**config.mk**
```make
export PLATFORM = sky130hd
export DESIGN_NAME = rtp_header_stripper_top
export DESIGN_NICKNAME = d
export VERILOG_FILES = /design/src/design/rhs_pkg.sv /design/src/design/rhs_in_stage.sv /design/src/design/rhs_core.sv /design/src/design/rtp_header_stripper_top.sv
export SDC_FILE = /design/constraint.sdc
export NUM_CORES = 1
export LEC_CHECK = 0
export BUFFER_PORTS_ARGS = -buffer_cell sky130_fd_sc_hd__buf_2
export CORE_MARGIN = 2
export CORE_UTILIZATION = 50
export CTS_CLUSTER_SIZE = 25
export DETAILED_ROUTE_END_ITERATION = 10
export MAX_ROUTING_LAYER = met4
export PLACE_DENSITY_LB_ADDON = 0.05
export SYNTH_ARGS = -nofsm -noshare
export SYNTH_HDL_FRONTEND = slang
export SYNTH_SLANG_ARGS = --single-unit
```
**constraint.sdc**
```tcl
create_clock -name clk -period 5.09 [get_ports clk]
set_clock_uncertainty 0.15 [all_clocks]
set_input_delay 0.2545 -clock clk [delete_from_list [all_inputs] [get_ports clk]]
set_output_delay 0.2545 -clock clk [all_outputs]
set_load 0.05 [all_outputs]
```
**src/design/rhs_pkg.sv**
```systemverilog
// Shared types and constants for the RTP header stripper.
// Used by rhs_in_stage, rhs_core and rtp_header_stripper_top; no dependencies.
package rhs_pkg;

    localparam int MAX_DATAGRAM = 2048;
    localparam int POS_W = $clog2(MAX_DATAGRAM + 1);

    localparam int BYTE_W = 8;
    localparam int CNT_W = 12;
    localparam int HDR_W = 7;
    localparam int TYPE_W = 7;
    localparam int VER_W = 2;

    localparam logic [CNT_W-1:0] LIMIT_CAP = CNT_W'(2048);
    localparam logic [CNT_W-1:0] MAX_LEN_RST = CNT_W'(2048);
    localparam logic [TYPE_W-1:0] EXPECT_TYPE_RST = TYPE_W'(33);
    localparam logic [HDR_W-1:0] FIXED_HDR_LEN = HDR_W'(12);
    localparam logic [VER_W-1:0] VERSION_OK = VER_W'(2);

    localparam int CFG_IDX_W = 1;
    localparam logic [CFG_IDX_W-1:0] CFG_IDX_MAX_LEN = 1'b0;
    localparam logic [CFG_IDX_W-1:0] CFG_IDX_EXP_TYPE = 1'b1;
    localparam int CFG_DATA_W = 12;

    localparam int OUT_TDATA_W = 32;

    typedef struct packed {
        logic [BYTE_W-1:0] in_byte;
        logic              in_last;
    } rhs_item_t;

    typedef struct packed {
        logic [CNT_W-1:0]  max_payload_length;
        logic [TYPE_W-1:0] expected_payload_type;
    } rhs_cfg_t;

    typedef struct packed {
        logic [CNT_W-1:0]  payload_count;
        logic              short_packet;
        logic              truncated;
        logic              type_bad;
        logic              version_bad;
        logic              end_of_packet;
        logic              byte_valid;
        logic [BYTE_W-1:0] payload_byte;
    } rhs_result_t;

endpackage

```
**src/design/rhs_in_stage.sv**
```systemverilog
// Input register of the RTP header stripper: holds one item from the slave stream.
// Depends on rhs_pkg.
module rhs_in_stage
(
    input  logic              clk,
    input  logic              rst_n,
    input  logic              in_valid,
    output logic              in_ready,
    input  rhs_pkg::rhs_item_t in_item,
    output logic              item_valid,
    input  logic              item_take,
    output rhs_pkg::rhs_item_t item
);

    logic               valid_reg;
    logic               valid_next;
    rhs_pkg::rhs_item_t item_reg;

    assign in_ready = !valid_reg || item_take;

    always_comb
    begin
        valid_next = valid_reg;
        if (in_ready)
        begin
            valid_next = in_valid;
        end
    end

    always_ff @(posedge clk or negedge rst_n)
    begin
        if (!rst_n)
        begin
            valid_reg <= 1'b0;
        end
        else
        begin
            valid_reg <= valid_next;
        end
    end

    always_ff @(posedge clk)
    begin
        if (in_valid && in_ready)
        begin
            item_reg <= in_item;
        end
    end

    assign item_valid = valid_reg;
    assign item = item_reg;

endmodule

```
**src/design/rhs_core.sv**
```systemverilog
// Packet state, header strip and length limit logic with the result register.
// Depends on rhs_pkg.
module rhs_core
(
    input  logic                clk,
    input  logic                rst_n,
    input  rhs_pkg::rhs_cfg_t   cfg,
    input  logic                item_valid,
    output logic                item_take,
    input  rhs_pkg::rhs_item_t  item,
    output logic                res_valid,
    input  logic                res_ready,
    output rhs_pkg::rhs_result_t res
);

    logic [rhs_pkg::POS_W-1:0]  pos_reg;
    logic [rhs_pkg::POS_W-1:0]  pos_next;
    logic [rhs_pkg::HDR_W-1:0]  hdr_reg;
    logic [rhs_pkg::HDR_W-1:0]  hdr_next;
    logic [rhs_pkg::VER_W-1:0]  ver_reg;
    logic [rhs_pkg::VER_W-1:0]  ver_next;
    logic [rhs_pkg::TYPE_W-1:0] type_reg;
    logic [rhs_pkg::TYPE_W-1:0] type_next;
    logic [rhs_pkg::CNT_W-1:0]  fwd_reg;
    logic [rhs_pkg::CNT_W-1:0]  fwd_next;
    logic                       ovf_reg;
    logic                       ovf_next;
    logic                       res_valid_reg;
    logic                       res_valid_next;
    rhs_pkg::rhs_result_t       res_reg;
    rhs_pkg::rhs_result_t       res_next;

    logic                       in_range;
    logic                       at_zero;
    logic                       payload_zone;
    logic                       below_limit;
    logic                       emit;
    logic [rhs_pkg::CNT_W-1:0]  limit;
    logic [rhs_pkg::HDR_W-1:0]  hdr_eff;
    logic [rhs_pkg::VER_W-1:0]  ver_eff;
    logic [rhs_pkg::TYPE_W-1:0] type_eff;
    logic [rhs_pkg::POS_W-1:0]  pos_eff;
    logic [rhs_pkg::CNT_W-1:0]  fwd_eff;
    logic                       ovf_eff;

    assign item_take = item_valid && (!res_valid_reg || res_ready);

    always_comb
    begin
        limit = (cfg.max_payload_length > rhs_pkg::LIMIT_CAP) ? rhs_pkg::LIMIT_CAP
                                                              : cfg.max_payload_length;
        in_range = pos_reg < rhs_pkg::POS_W'(rhs_pkg::MAX_DATAGRAM);
        at_zero = in_range && (pos_reg == '0);
        hdr_eff = at_zero ? rhs_pkg::FIXED_HDR_LEN + rhs_pkg::HDR_W'({item.in_byte[3:0], 2'b00})
                          : hdr_reg;
        ver_eff = at_zero ? item.in_byte[7:6] : ver_reg;
        type_eff = (in_range && (pos_reg == rhs_pkg::POS_W'(1))) ? item.in_byte[6:0]
                                                                 : type_reg;
        payload_zone = in_range && (pos_reg >= rhs_pkg::POS_W'(hdr_eff));
        below_limit = fwd_reg < limit;
        emit = payload_zone && below_limit;
        ovf_eff = ovf_reg || (payload_zone && !below_limit);
        fwd_eff = fwd_reg + rhs_pkg::CNT_W'(emit);
        pos_eff = in_range ? pos_reg + rhs_pkg::POS_W'(1) : pos_reg;

        res_next = '0;
        if (emit)
        begin
            res_next.payload_byte = item.in_byte;
            res_next.byte_valid = 1'b1;
        end
        if (item.in_last)
        begin
            res_next.end_of_packet = 1'b1;
            res_next.version_bad = ver_eff != rhs_pkg::VERSION_OK;
            res_next.type_bad = type_eff != cfg.expected_payload_type;
            res_next.truncated = ovf_eff;
            res_next.short_packet = pos_eff < rhs_pkg::POS_W'(hdr_eff);
            res_next.payload_count = fwd_eff;
        end

        pos_next = pos_reg;
        hdr_next = hdr_reg;
        ver_next = ver_reg;
        type_next = type_reg;
        fwd_next = fwd_reg;
        ovf_next = ovf_reg;
        res_valid_next = res_valid_reg && !res_ready;
        if (item_take)
        begin
            res_valid_next = emit || item.in_last;
            if (item.in_last)
            begin
                pos_next = '0;
                hdr_next = rhs_pkg::FIXED_HDR_LEN;
                ver_next = '0;
                type_next = '0;
                fwd_next = '0;
                ovf_next = 1'b0;
            end
            else
            begin
                pos_next = pos_eff;
                hdr_next = hdr_eff;
                ver_next = ver_eff;
                type_next = type_eff;
                fwd_next = fwd_eff;
                ovf_next = ovf_eff;
            end
        end
    end

    always_ff @(posedge clk or negedge rst_n)
    begin
        if (!rst_n)
        begin
            pos_reg <= '0;
            hdr_reg <= rhs_pkg::FIXED_HDR_LEN;
            ver_reg <= '0;
            type_reg <= '0;
            fwd_reg <= '0;
            ovf_reg <= 1'b0;
            res_valid_reg <= 1'b0;
        end
        else
        begin
            pos_reg <= pos_next;
            hdr_reg <= hdr_next;
            ver_reg <= ver_next;
            type_reg <= type_next;
            fwd_reg <= fwd_next;
            ovf_reg <= ovf_next;
            res_valid_reg <= res_valid_next;
        end
    end

    always_ff @(posedge clk)
    begin
        if (item_take)
        begin
            res_reg <= res_next;
        end
    end

    assign res_valid = res_valid_reg;
    assign res = res_reg;

`ifndef NO_ASSERTIONS
    a_mid_result_has_byte: assert property (@(posedge clk) disable iff (!rst_n)
        res_valid_reg && !res_reg.end_of_packet |-> res_reg.byte_valid)
        else $error("result without payload byte before end of packet");

    a_short_no_bytes: assert property (@(posedge clk) disable iff (!rst_n)
        res_valid_reg && res_reg.short_packet |-> res_reg.payload_count == '0)
        else $error("short packet reports forwarded bytes");

    a_count_capped: assert property (@(posedge clk) disable iff (!rst_n)
        fwd_reg <= rhs_pkg::LIMIT_CAP)
        else $error("forwarded count beyond cap");

    a_clear_after_last: assert property (@(posedge clk) disable iff (!rst_n)
        item_take && item.in_last |=> pos_reg == '0 && fwd_reg == '0 && !ovf_reg)
        else $error("packet state not cleared after final item");
`endif

endmodule

```
**src/design/rtp_header_stripper_top.sv**
```systemverilog
// Top level of the RTP header stripper: configuration registers and stream ports.
// Depends on rhs_pkg, rhs_in_stage and rhs_core.
//
// Usage: datagram bytes enter one item per cycle on the s_ stream while
// s_tready is high, s_tlast on the final byte. Header bytes (12 plus 4 per CSRC)
// are consumed without a result; each forwarded payload byte gives one item on
// the m_ stream, and the final byte always gives one item with m_tlast high that
// carries the status flags and the forwarded byte count.
// An accepted item is loaded into the input register and then moves through the
// strip logic into the result register, which drives m_tvalid.
// Throughput is one item per cycle; both stages advance together, so a new item
// is taken while a finished result waits as long as the result can leave.
// If the receiver holds m_tready low, the result register holds its item and
// the input register fills, after which s_tready drops until m_tready returns.
// The configuration channel is always ready and writes max_payload_length
// (index 0) or expected_payload_type (index 1); write only while idle.
// Reset clears both stages and the packet state and loads 2048 and 33 into the
// configuration registers.
module rtp_header_stripper_top
(
    input  logic                                clk,
    input  logic                                rst_n,
    input  logic                                s_tvalid,
    output logic                                s_tready,
    input  logic [rhs_pkg::BYTE_W-1:0]          s_tdata,   // in_byte
    input  logic                                s_tlast,
    output logic                                m_tvalid,
    input  logic                                m_tready,
    // payload_byte[7:0], byte_valid, version_bad, type_bad, truncated,
    // short_packet, payload_count[11:0], zero fill.
    output logic [rhs_pkg::OUT_TDATA_W-1:0]     m_tdata,
    output logic                                m_tlast,
    input  logic                                cfg_valid,
    output logic                                cfg_ready,
    input  logic [rhs_pkg::CFG_IDX_W-1:0]       cfg_index,
    input  logic [rhs_pkg::CFG_DATA_W-1:0]      cfg_data
);

    rhs_pkg::rhs_cfg_t    cfg_reg;
    rhs_pkg::rhs_cfg_t    cfg_next;
    rhs_pkg::rhs_item_t   s_item;
    rhs_pkg::rhs_item_t   stage_item;
    logic                 stage_valid;
    logic                 stage_take;
    rhs_pkg::rhs_result_t res;

    assign cfg_ready = 1'b1;

    always_comb
    begin
        cfg_next = cfg_reg;
        if (cfg_valid && cfg_ready)
        begin
            unique case (cfg_index)
                rhs_pkg::CFG_IDX_MAX_LEN:
                begin
                    cfg_next.max_payload_length = cfg_data;
                end
                rhs_pkg::CFG_IDX_EXP_TYPE:
                begin
                    cfg_next.expected_payload_type = cfg_data[rhs_pkg::TYPE_W-1:0];
                end
                default:
                begin
                    cfg_next = cfg_reg;
                end
            endcase
        end
    end

    always_ff @(posedge clk or negedge rst_n)
    begin
        if (!rst_n)
        begin
            cfg_reg.max_payload_length <= rhs_pkg::MAX_LEN_RST;
            cfg_reg.expected_payload_type <= rhs_pkg::EXPECT_TYPE_RST;
        end
        else
        begin
            cfg_reg <= cfg_next;
        end
    end

    assign s_item.in_byte = s_tdata;
    assign s_item.in_last = s_tlast;

    rhs_in_stage u_in_stage
    (
        .clk        (clk),
        .rst_n      (rst_n),
        .in_valid   (s_tvalid),
        .in_ready   (s_tready),
        .in_item    (s_item),
        .item_valid (stage_valid),
        .item_take  (stage_take),
        .item       (stage_item)
    );

    rhs_core u_core
    (
        .clk        (clk),
        .rst_n      (rst_n),
        .cfg        (cfg_reg),
        .item_valid (stage_valid),
        .item_take  (stage_take),
        .item       (stage_item),
        .res_valid  (m_tvalid),
        .res_ready  (m_tready),
        .res        (res)
    );

    assign m_tlast = res.end_of_packet;
    assign m_tdata = {7'b0, res.payload_count, res.short_packet, res.truncated,
                      res.type_bad, res.version_bad, res.byte_valid, res.payload_byte};

endmodule

```
==> flow_metrics.py, run 1 <==
metrics = {
    "finish": {
        "post-route-util_pct": 60.19,
        "insertedDiodeCount": 0,
        "final_common_cell": "dfrtp_1",
        "largest_reg_flops": 26,
        "final_cell_mix": "dfrtp_1 (57), buf_2 (54), nand2_1 (53)",
        "drive_above_1_share_pct": 19.53,
        "fin_nets": 603,
        "areaGrowthSynthToFinish_pct": 15.98,
    },
    "clock_tree": {
        "cts_tree": "built",
        "clkLatencyLatePin_ns": 0.35,
        "numCtsBuffers": 9,
        "h-tree-depth": 3,
        "clock_sinks": 97,
        "cts_root_buf": "clkbuf_8",
        "clkTransAtPathRegs_ns": 0.10,
        "clk_path_buf_depth": 2,
    },
    "critical_path": {
        "cp_slowest_stage_delay_ns": 0.55,
        "start_kind": "flip-flop",
        "critPathCaptureType": "flip-flop",
        "reg2reg_slack_ns": 0.41,
        "crit_fanout": 18,
        "worst-endpoint-arrival_ns": 4.61,
        "path_cells": "nor4_4 > nand4_4 > nor2_1 > a21oi_1 > ha_1 > a21o_1 > a31oi_1 > o21ai_0 > a31oi_1 > a21oi_4 > ha_1 > ha_1 > nand3_1 > nor3_1 > and3_1 > xnor2_1 > nor2_1",
        "crit_required_ns": 5.03,
        "r2r_start": "u_core.pos_reg[11]",
        "slowest_stage": "dfrtp_1",
        "reg2reg_depth": 17,
        "critPathBufInv": 0,
        "path_depth": 17,
        "path_delay_family": "simple AND/OR/NAND/NOR gates",
        "worstSetupPathType": "reg2reg",
        "cp_common_cell": "ha_1",
        "regToRegEndpoint": "u_core.res[24]",
    },
    "sta": {
        "maxClockFrequency_mhz": 213.8,
        "slew_headroom_pct": 17.94,
        "min_period_over_period_pct": 91.89,
        "period_minus_slack_ns": 4.677,
        "worst_pin_slew_ns": 1.226,
        "hold_viol": 0,
        "final.setup.tns_ns": 0,
        "finalMaxSlewViolations": 0,
        "rsz0062_at_grt": "no",
        "setup_viol": 0,
    },
    "logic_synthesis": {
        "yosysTopAreaCell": "dfrtp_1",
        "synth_edf_count": 35,
        "synth_compound_area_share_pct": 13.11,
        "async_reset_ff_share_pct": 63.92,
        "synthSimpleGateAreaFrac_pct": 14.76,
        "ys_seq_elements": 97,
        "synth-adder-area-share_pct": 7.071,
        "ys_types": 54,
        "avgSynthCellArea_um2": 10.73,
        "muxShareOfSynthArea_pct": 5.058,
        "synth_xor_area_share_pct": 4.984,
        "synth_top_area_share_pct": 27.99,
        "ys_warn_count": 0,
        "synthFlopType": "dfrtp_1",
        "syn_area_um2": 5096,
        "ys_seq_area_share_pct": 51.19,
        "synthTopCellsByArea": "dfrtp_1 (28%), edfxtp_1 (21%), ha_1 (6.9%), o21ai_0 (4.4%), mux2_2 (4.2%)",
        "synth_top_family_by_area": "simple AND/OR/NAND/NOR gates",
        "syn_inst": 475,
    },
    "power_and_ir_drop": {
        "ir_drop_mv": 0.2542,
        "intPower_uw": 1535,
        "p_clk_share_pct": 21.4,
        "power_density_nw_per_um2": 418.9,
        "leakagePower_uw": 0.002552,
        "p_comb_share_pct": 35.6,
        "p_sw_uw": 941.7,
        "seq_power_share_pct": 43.0,
        "p_sw_share_pct": 38.03,
    },
    "die": {
        "pin_count": 63,
        "die_w_um": 105.0,
        "coreArea_um2": 9819,
        "start_util_pct": 51.90,
        "fp-row-count": 36,
        "dieArea_um2": 11020,
        "chipHeight_um": 105.0,
    },
    "global_routing": {
        "grt_max_degree": 63,
        "grt-ovfl-total": 0,
        "grt_pass1_wl_mm": 18.35,
        "grt_usage_pct": 21.60,
        "grt_pass1_vias": 3694,
        "antenna_found_initial": 0,
    },
    "drt": {
        "drc": 0,
        "drtPass1Iterations": 5,
        "wire_per_inst_um": 15.90,
        "antenna_left": 0,
        "wl_mm": 10.91,
        "viasPerCell": 5.431,
        "via_count": 3726,
        "drtIter0Drc": 138,
    },
    "min_path": {
        "min_from": "cfg_data[0]",
        "holdPathStages": 2,
        "min_path_type": "in2reg",
        "hold_path_end": "cfg_reg[7]",
    },
    "placed_design": {
        "port_buffers": 54,
        "hpwl_mm": 7.304,
        "place_congestion": 0.8340,
    },
    "outcome": {
        "status": "completed",
    },
    "flow_run": {
        "cap_violations": 0,
    },
}
## routing by layer
layer  GRT usage (%)  part of all wire (%)  wire, µm
met3           3.182                   4.9       529
met2           33.95                    47      5109
met4           4.762                  0.84        92
met5               -                     0         0
met1           30.00                    47      5175
## cell type report
cell class | count | area [µm²]
tap | 133 | 166.4
inverter | 12 | 45.04
multi-input combinational | 344 | 2330
sequential | 97 | 2609
clock buffer | 12 | 160.2
timing repair buffer | 84 | 550.5
fill | 849 | 3909
clock inverter | 4 | 50.05
## stage by stage
stage	setup slack, ns	std cells	area, µm²	total power, µW	hold WS [ns]
after floorplan	0.7957	481	5119	1731	-0.1911
after global placement	0.5063	648	5473	1925	0.2820
after detailed placement	0.3368	648	5473	1944	0.2826
after CTS	0.3093	686	5903	2485	0.01393
after global routing	0.006007	686	5911	2625	0.01706
final	0.4126	686	5911	2476	0.02981
## power groups by stage
stage	combinational, µW	sequential, µW	clock [µW]
after floorplan	497	1230	0
after global placement	846	1080	0
after detailed placement	865	1080	0
after CTS	881	1070	538
after global routing	967	1080	573
final	881	1070	530
## how the worst max path moves through the flow
stage | from | endpoint | slack (ns)
after global routing | u_core.pos_reg[11] | u_core.res[24] | 0.006
after global placement | u_core.pos_reg[11] | u_core.res[24] | 0.51
after floorplan | u_core.pos_reg[2] | u_core.res[24] | 0.80
final | u_core.pos_reg[11] | u_core.res[24] | 0.41
after detailed placement | u_core.pos_reg[11] | u_core.res[24] | 0.34
after CTS | u_core.pos_reg[11] | u_core.res[24] | 0.31
## what timing repair did
action,4_1_cts,5_1_grt
setup endpoints to repair,0,5
buffers inserted,0,0
resized for setup,0,1
hold buffers,22,0
endpoints found under the hold margin,82,0
## logic make-up (layout without fill, tap and decap cells)
logic type,Yosys count,in the layout
XOR/XNOR,29,29
buffers and inverters,40,112
adder cells (fa/ha/maj),29,29
multiplexers,23,23
other,2,8
AO/OA/AOI/OAI,107,107
flip-flops,97,97
AND/OR/NAND/NOR,148,148
## cell usage after synthesis (all sizes together), types with 2 or more instances
cell,number
xor2,12
o21ai,45
nor4,4
and3,3
nand4b,2
ha,28
dfrtp,57
xnor2,17
a211o,2
dfstp,5
a211oi,2
nor2b,5
clkbuf,15
inv,12
mux2,19
buf,13
a22oi,2
a21oi,15
a2111oi,2
a31oi,11
nand2,53
nand3,10
conb,2
mux2i,4
and2,14
nor3b,3
nand4,8
a21o,3
o22ai,2
edfxtp,35
o211ai,2
nor3,5
o31ai,6
nor2,34
nand2b,4
a22o,9
Note: power is estimated with default switching activity, not from simulation.
==> run 2: changes to the inputs <==
--- a/config.mk
+++ b/config.mk
@@ -6,12 +6,14 @@
 export NUM_CORES = 1
 export LEC_CHECK = 0
 export BUFFER_PORTS_ARGS = -buffer_cell sky130_fd_sc_hd__buf_2
+export CELL_PAD_IN_SITES_DETAIL_PLACEMENT = 0
+export CELL_PAD_IN_SITES_GLOBAL_PLACEMENT = 2
 export CORE_MARGIN = 2
-export CORE_UTILIZATION = 50
+export CORE_UTILIZATION = 38
 export CTS_CLUSTER_SIZE = 25
 export DETAILED_ROUTE_END_ITERATION = 10
 export MAX_ROUTING_LAYER = met4
-export PLACE_DENSITY_LB_ADDON = 0.05
+export PLACE_DENSITY = 0.78
 export SYNTH_ARGS = -nofsm -noshare
 export SYNTH_HDL_FRONTEND = slang
 export SYNTH_SLANG_ARGS = --single-unit
==> run 2 against run 1 <==
Non-clock buffer count up 2; critical path depth stayed put; first-iteration DRC count rose by 8.7%; core utilization is 14 points lower; combinational power increased by 2%; count of clock-buffer cells in the layout decreased by 2; final area is 2.2% higher; critical path type unchanged; largest cell class unchanged.
==> flow_metrics.py, run 2 (synthesis results as in run 1) <==
metrics = {
    "outcome": {
        "status": "completed",
    },
    "finish": {
        "drive_above_1_share_pct": 20.54,
        "fillers": 1245,
        "final_cell_mix": "dfrtp_1 (57), buf_2 (54), nand2_1 (53)",
        "final_common_cell": "dfrtp_1",
        "post-route-util_pct": 45.79,
        "largest_reg_flops": 26,
        "fin_nets": 605,
        "instances_no_fill": 731,
        "insertedDiodeCount": 0,
        "areaGrowthSynthToFinish_pct": 18.51,
    },
    "die": {
        "dieArea_um2": 14350,
        "fp-row-count": 42,
        "pin_count": 63,
        "coreArea_um2": 13190,
        "start_util_pct": 38.64,
        "die_w_um": 119.8,
        "chipHeight_um": 119.8,
    },
    "global_routing": {
        "antenna_found_initial": 0,
        "grt_usage_pct": 18.14,
        "grt_max_degree": 63,
        "grt_pass1_vias": 3697,
        "grt_pass1_wl_mm": 19.45,
        "grt-ovfl-total": 0,
    },
    "critical_path": {
        "cp_common_cell": "ha_1",
        "path_delay_family": "simple AND/OR/NAND/NOR gates",
        "crit_fanout": 18,
        "critPathBufInv": 0,
        "path_cells": "nor4_4 > nand4_4 > nor2_1 > a21oi_1 > ha_1 > a21o_1 > a31oi_1 > o21ai_0 > a31oi_1 > a21oi_4 > ha_1 > ha_1 > nand3_1 > nor3_1 > and3_1 > xnor2_1 > nor2_1",
        "critPathCaptureType": "flip-flop",
        "crit_required_ns": 5.03,
        "worst-endpoint-arrival_ns": 4.43,
        "start_kind": "flip-flop",
        "worstSetupPathType": "reg2reg",
        "slowest_stage": "dfrtp_1",
        "cp_slowest_stage_delay_ns": 0.47,
    },
    "drt": {
        "antenna_left": 0,
        "viasPerCell": 5.104,
        "drtIter0Drc": 150,
        "wl_mm": 11.79,
        "wire_per_inst_um": 16.13,
        "drc": 0,
        "drtPass1Iterations": 4,
        "via_count": 3731,
    },
    "min_path": {
        "min_path_type": "in2reg",
    },
    "placed_design": {
        "hpwl_mm": 7.974,
        "place_congestion": 0.8008,
        "placedCellCount": 696,
        "port_buffers": 54,
        "dp_slack_ns": 0.3272,
    },
    "sta": {
        "finalMaxSlewViolations": 0,
        "maxClockFrequency_mhz": 222.7,
        "final.setup.tns_ns": 0,
        "worst_pin_slew_ns": 1.079,
        "setup_slack_ns": 0.5992,
        "hold_slack_ns": 0.01271,
        "slew_headroom_pct": 27.94,
        "min_period_over_period_pct": 88.23,
        "rsz0062_at_grt": "no",
        "hold_viol": 0,
        "setup_viol": 0,
        "period_minus_slack_ns": 4.491,
    },
    "clock_tree": {
        "clkLatencyLatePin_ns": 0.35,
        "clock_sinks": 97,
        "numCtsBuffers": 9,
        "clk_path_buf_depth": 2,
        "h-tree-depth": 3,
        "cts_tree": "built",
        "clkTransAtPathRegs_ns": 0.07,
        "cts_root_buf": "clkbuf_16",
    },
    "flow_run": {
        "cap_violations": 0,
    },
    "power_and_ir_drop": {
        "power_density_nw_per_um2": 431.5,
        "ir_drop_mv": 0.2729,
        "leakagePower_uw": 0.002599,
    },
}
[run 2: worst reg2reg max path: stages, from the launching register on]
cell     delay (ns)
dfrtp_1        0.47
nor4_4         0.40
nand4_4        0.31
nor2_1         0.18
a21oi_1        0.09
ha_1           0.32
a21o_1         0.10
a31oi_1        0.04
o21ai_0        0.30
a31oi_1        0.26
a21oi_4        0.23
ha_1           0.21
ha_1           0.26
nand3_1        0.19
nor3_1         0.30
and3_1         0.26
xnor2_1        0.13
nor2_1         0.05
[run 2: cell type report]
cell class	instances	area (µm²)	area share (%)
clock inverters	6	41.29	0.6837
clock buffers	10	239.0	3.957
repair buffers	86	555.5	9.198
inverters	12	45.04	0.7458
well taps	176	220.2	3.646
multi-input cells	344	2330	38.57
flip-flops and latches	97	2609	43.19
[run 2: what timing repair did]
action,in CTS,in global routing
setup buffers,0,1
hold buffers,18,0
endpoints found under the hold margin,52,0
gates resized for setup,0,1
endpoints found under the setup margin,0,5
[run 2: report_power, final]
part           internal (µW)  total (µW)  switching, µW  leakage (µW)
Combinational            306         898            592       0.00132
Clock                    345         645            300      0.000133
Sequential               974        1060           88.5       0.00115
Total                   1620        2610            981       0.00260
[run 2: per-stage QoR]
stage,total power (µW),cell area [µm²]
6_report,2606,6040
5_1_grt,2777,6040
4_1_cts,2633,6025
3_5_place_dp,1964,5564
3_3_place_gp,1956,5564
2_1_floorplan,1731,5119
[run 2: worst paths after layout]
path | startpoint | endpoint | slack [ns] | cells past startpoint
hold reg to reg | u_core.hdr_reg[6] | u_core.hdr_reg[6] | 0.34 | 2
min in group asynchronous | rst_n | u_core.pos_reg[3] | 0.47 | 3
setup reg to reg | u_core.pos_reg[8] | u_core.res[24] | 0.60 | 17
hold / removal | cfg_data[6] | cfg_reg[6] | 0.01 | 2
max in group asynchronous | rst_n | u_core.ver_reg[0] | 3.74 | 3
setup / recovery | u_core.pos_reg[8] | u_core.res[24] | 0.60 | 17
[run 2: per-layer routing]
metal,GRT usage [%],wire length [µm],vias up
li1,-,-,1845
met1,24.68,5835,1806
met2,27.32,5412,67
met3,2.947,350,13
met4,7.059,195,0
met5,-,0,-
==> run 3: changes to the inputs <==
--- a/config.mk
+++ b/config.mk
@@ -13,7 +13,7 @@
 export CTS_CLUSTER_SIZE = 25
 export DETAILED_ROUTE_END_ITERATION = 10
 export MAX_ROUTING_LAYER = met4
-export PLACE_DENSITY = 0.78
+export PLACE_DENSITY_LB_ADDON = 0.1
 export SYNTH_ARGS = -nofsm -noshare
 export SYNTH_HDL_FRONTEND = slang
 export SYNTH_SLANG_ARGS = --single-unit
==> run 3 against run 2 <==
Sequential share of layout area grew 0.11 points; first-iteration DRC count grew 46%; cell count shrank 0.14%; critical path type unchanged; largest cell class unchanged.
==> flow_metrics.py, run 3 (synthesis results as in run 1) <==
metrics = {
    "outcome": {
        "status": "completed",
    },
    "sta": {
        "slew_headroom_pct": 31.54,
        "worst_pin_slew_ns": 1.025,
        "hold_slack_ns": 0.006394,
        "min_period_over_period_pct": 88.92,
        "setup_viol": 0,
        "finalMaxSlewViolations": 0,
        "period_minus_slack_ns": 4.526,
        "rsz0062_at_grt": "no",
        "setup_slack_ns": 0.5638,
        "final.setup.tns_ns": 0,
        "hold_viol": 0,
        "maxClockFrequency_mhz": 220.9,
    },
    "finish": {
        "final_common_cell": "dfrtp_1",
        "areaGrowthSynthToFinish_pct": 18.22,
        "drive_above_1_share_pct": 20.58,
        "multiInputGateArea_um2": 2330,
        "final_cell_mix": "dfrtp_1 (57), buf_2 (54), nand2_1 (53)",
        "fin_nets": 604,
        "seq_area_um2": 2609,
        "instances_no_fill": 730,
        "fillers": 1261,
        "insertedDiodeCount": 0,
        "largest_reg_flops": 26,
    },
    "critical_path": {
        "path_cells": "nor4_4 > nand4_4 > nor2_1 > a21oi_1 > ha_1 > a21o_1 > a31oi_1 > o21ai_0 > a31oi_1 > a21oi_4 > ha_1 > ha_1 > nand3_1 > nor3_1 > and3_1 > xnor2_1 > nor2_1",
        "critPathLaunch": "u_core.pos_reg[8]",
        "worst-endpoint-arrival_ns": 4.47,
        "crit_required_ns": 5.04,
        "slowest_stage": "dfrtp_1",
        "cp_common_cell": "ha_1",
        "r2r_start": "u_core.pos_reg[8]",
        "worstSetupPathType": "reg2reg",
        "start_kind": "flip-flop",
        "cp_slowest_stage_delay_ns": 0.47,
        "critPathCaptureType": "flip-flop",
        "crit_fanout": 18,
    },
    "clock_tree": {
        "clkLatencyLatePin_ns": 0.35,
        "numCtsBuffers": 9,
        "cts_tree": "built",
        "clk_path_buf_depth": 2,
        "cts_root_buf": "clkbuf_16",
        "clkTransAtPathRegs_ns": 0.07,
        "clock_sinks": 97,
        "h-tree-depth": 3,
    },
    "global_routing": {
        "grt_usage_pct": 18.43,
        "grt_pass1_vias": 3607,
        "grt_max_degree": 63,
        "grt_busiest_layer": "met2",
        "grt-ovfl-total": 0,
        "grtUsageMet3_pct": 3.375,
        "grt_pass1_wl_mm": 19.55,
        "antenna_found_initial": 0,
        "grt_util_met1_pct": 25.97,
        "use_met2_pct": 26.82,
    },
    "placed_design": {
        "dp_slack_ns": 0.3189,
        "placedCellCount": 696,
        "port_buffers": 54,
        "place_congestion": 0.8268,
        "hpwl_mm": 7.989,
    },
    "flow_run": {
        "cap_violations": 0,
    },
    "drt": {
        "antenna_left": 0,
        "wl_mm": 11.96,
        "wire_per_inst_um": 16.38,
        "drc": 0,
        "drtIter0Drc": 219,
        "viasPerCell": 5.101,
        "drtPass1Iterations": 4,
        "via_count": 3724,
    },
    "die": {
        "chipHeight_um": 119.8,
        "pin_count": 63,
        "start_util_pct": 38.64,
        "coreArea_um2": 13190,
        "dieArea_um2": 14350,
        "die_w_um": 119.8,
        "fp-row-count": 42,
    },
    "power_and_ir_drop": {
        "power_uw": 2604,
        "power_density_nw_per_um2": 432.3,
        "leakagePower_uw": 0.002590,
        "ir_drop_mv": 0.2343,
    },
    "min_path": {
        "min_from": "cfg_data[4]",
        "min_path_type": "in2reg",
    },
}
run 3: cell types whose count changed in the layout (fill, tap and decap cells not counted), sizes merged:
cell,change
clkinvlp,+1
inv,-1
clkbuf,+1
dlygate4sd3,-1
clkinv,-1
run 3: critical path: cells and delay by family (launching register included):
family          cells  cell delay [ns]
flops               1             0.47
compound gates      6             1.05
simple gates        7             1.69
fa+ha+maj           3             0.77
xor+xnor            1             0.13
run 3: metrics by stage:
stage / utilization, % / area (µm²)
2_1_floorplan: - / 5119
3_3_place_gp: 42.18 / 5564
3_5_place_dp: 42.18 / 5564
4_1_cts: 45.56 / 6010
5_1_grt: 45.67 / 6025
6_report: 45.67 / 6025
run 3: final timing paths:
| check | to | slack, ns | cells past startpoint |
|---|---|---|---|
| worst max-delay path | u_core.res[24] | 0.56 | 17 |
| worst min-delay path | cfg_reg[11] | 0.006 | 2 |
| worst max register to register | u_core.res[24] | 0.56 | 17 |
| worst min register to register | u_core.hdr_reg[6] | 0.34 | 2 |
| max in group asynchronous | cfg_reg[3] | 3.74 | 3 |
| min in group asynchronous | u_core.pos_reg[2] | 0.48 | 3 |
run 3: per-layer routing:
| metal | up-vias | share of wire (%) |
|---|---|---|
| li1 | 1846 | - |
| met1 | 1786 | 50 |
| met2 | 76 | 45 |
| met3 | 16 | 3.4 |
| met4 | 0 | 1.8 |
| met5 | - | 0 |
run 3: area by class of cell:
cell class / count / area share (%)
clock buffer: 11 / 4.029
clock inverter: 5 / 0.5400
inverter: 12 / 0.7477
multi-input combinational: 344 / 38.67
sequential: 97 / 43.30
tap: 176 / 3.655
timing repair buffer: 85 / 9.055
run 3: what timing repair did:
action	4_1_cts	5_1_grt
resized for setup	0	1
buffers inserted	0	1
endpoints found under the hold margin	58	0
setup endpoints to repair	0	7
hold buffers	17	0
run 3: where the power goes:
part	internal [µW]	switching, µW
clock	343	295
sequential	974	89.3
combinational	306	596
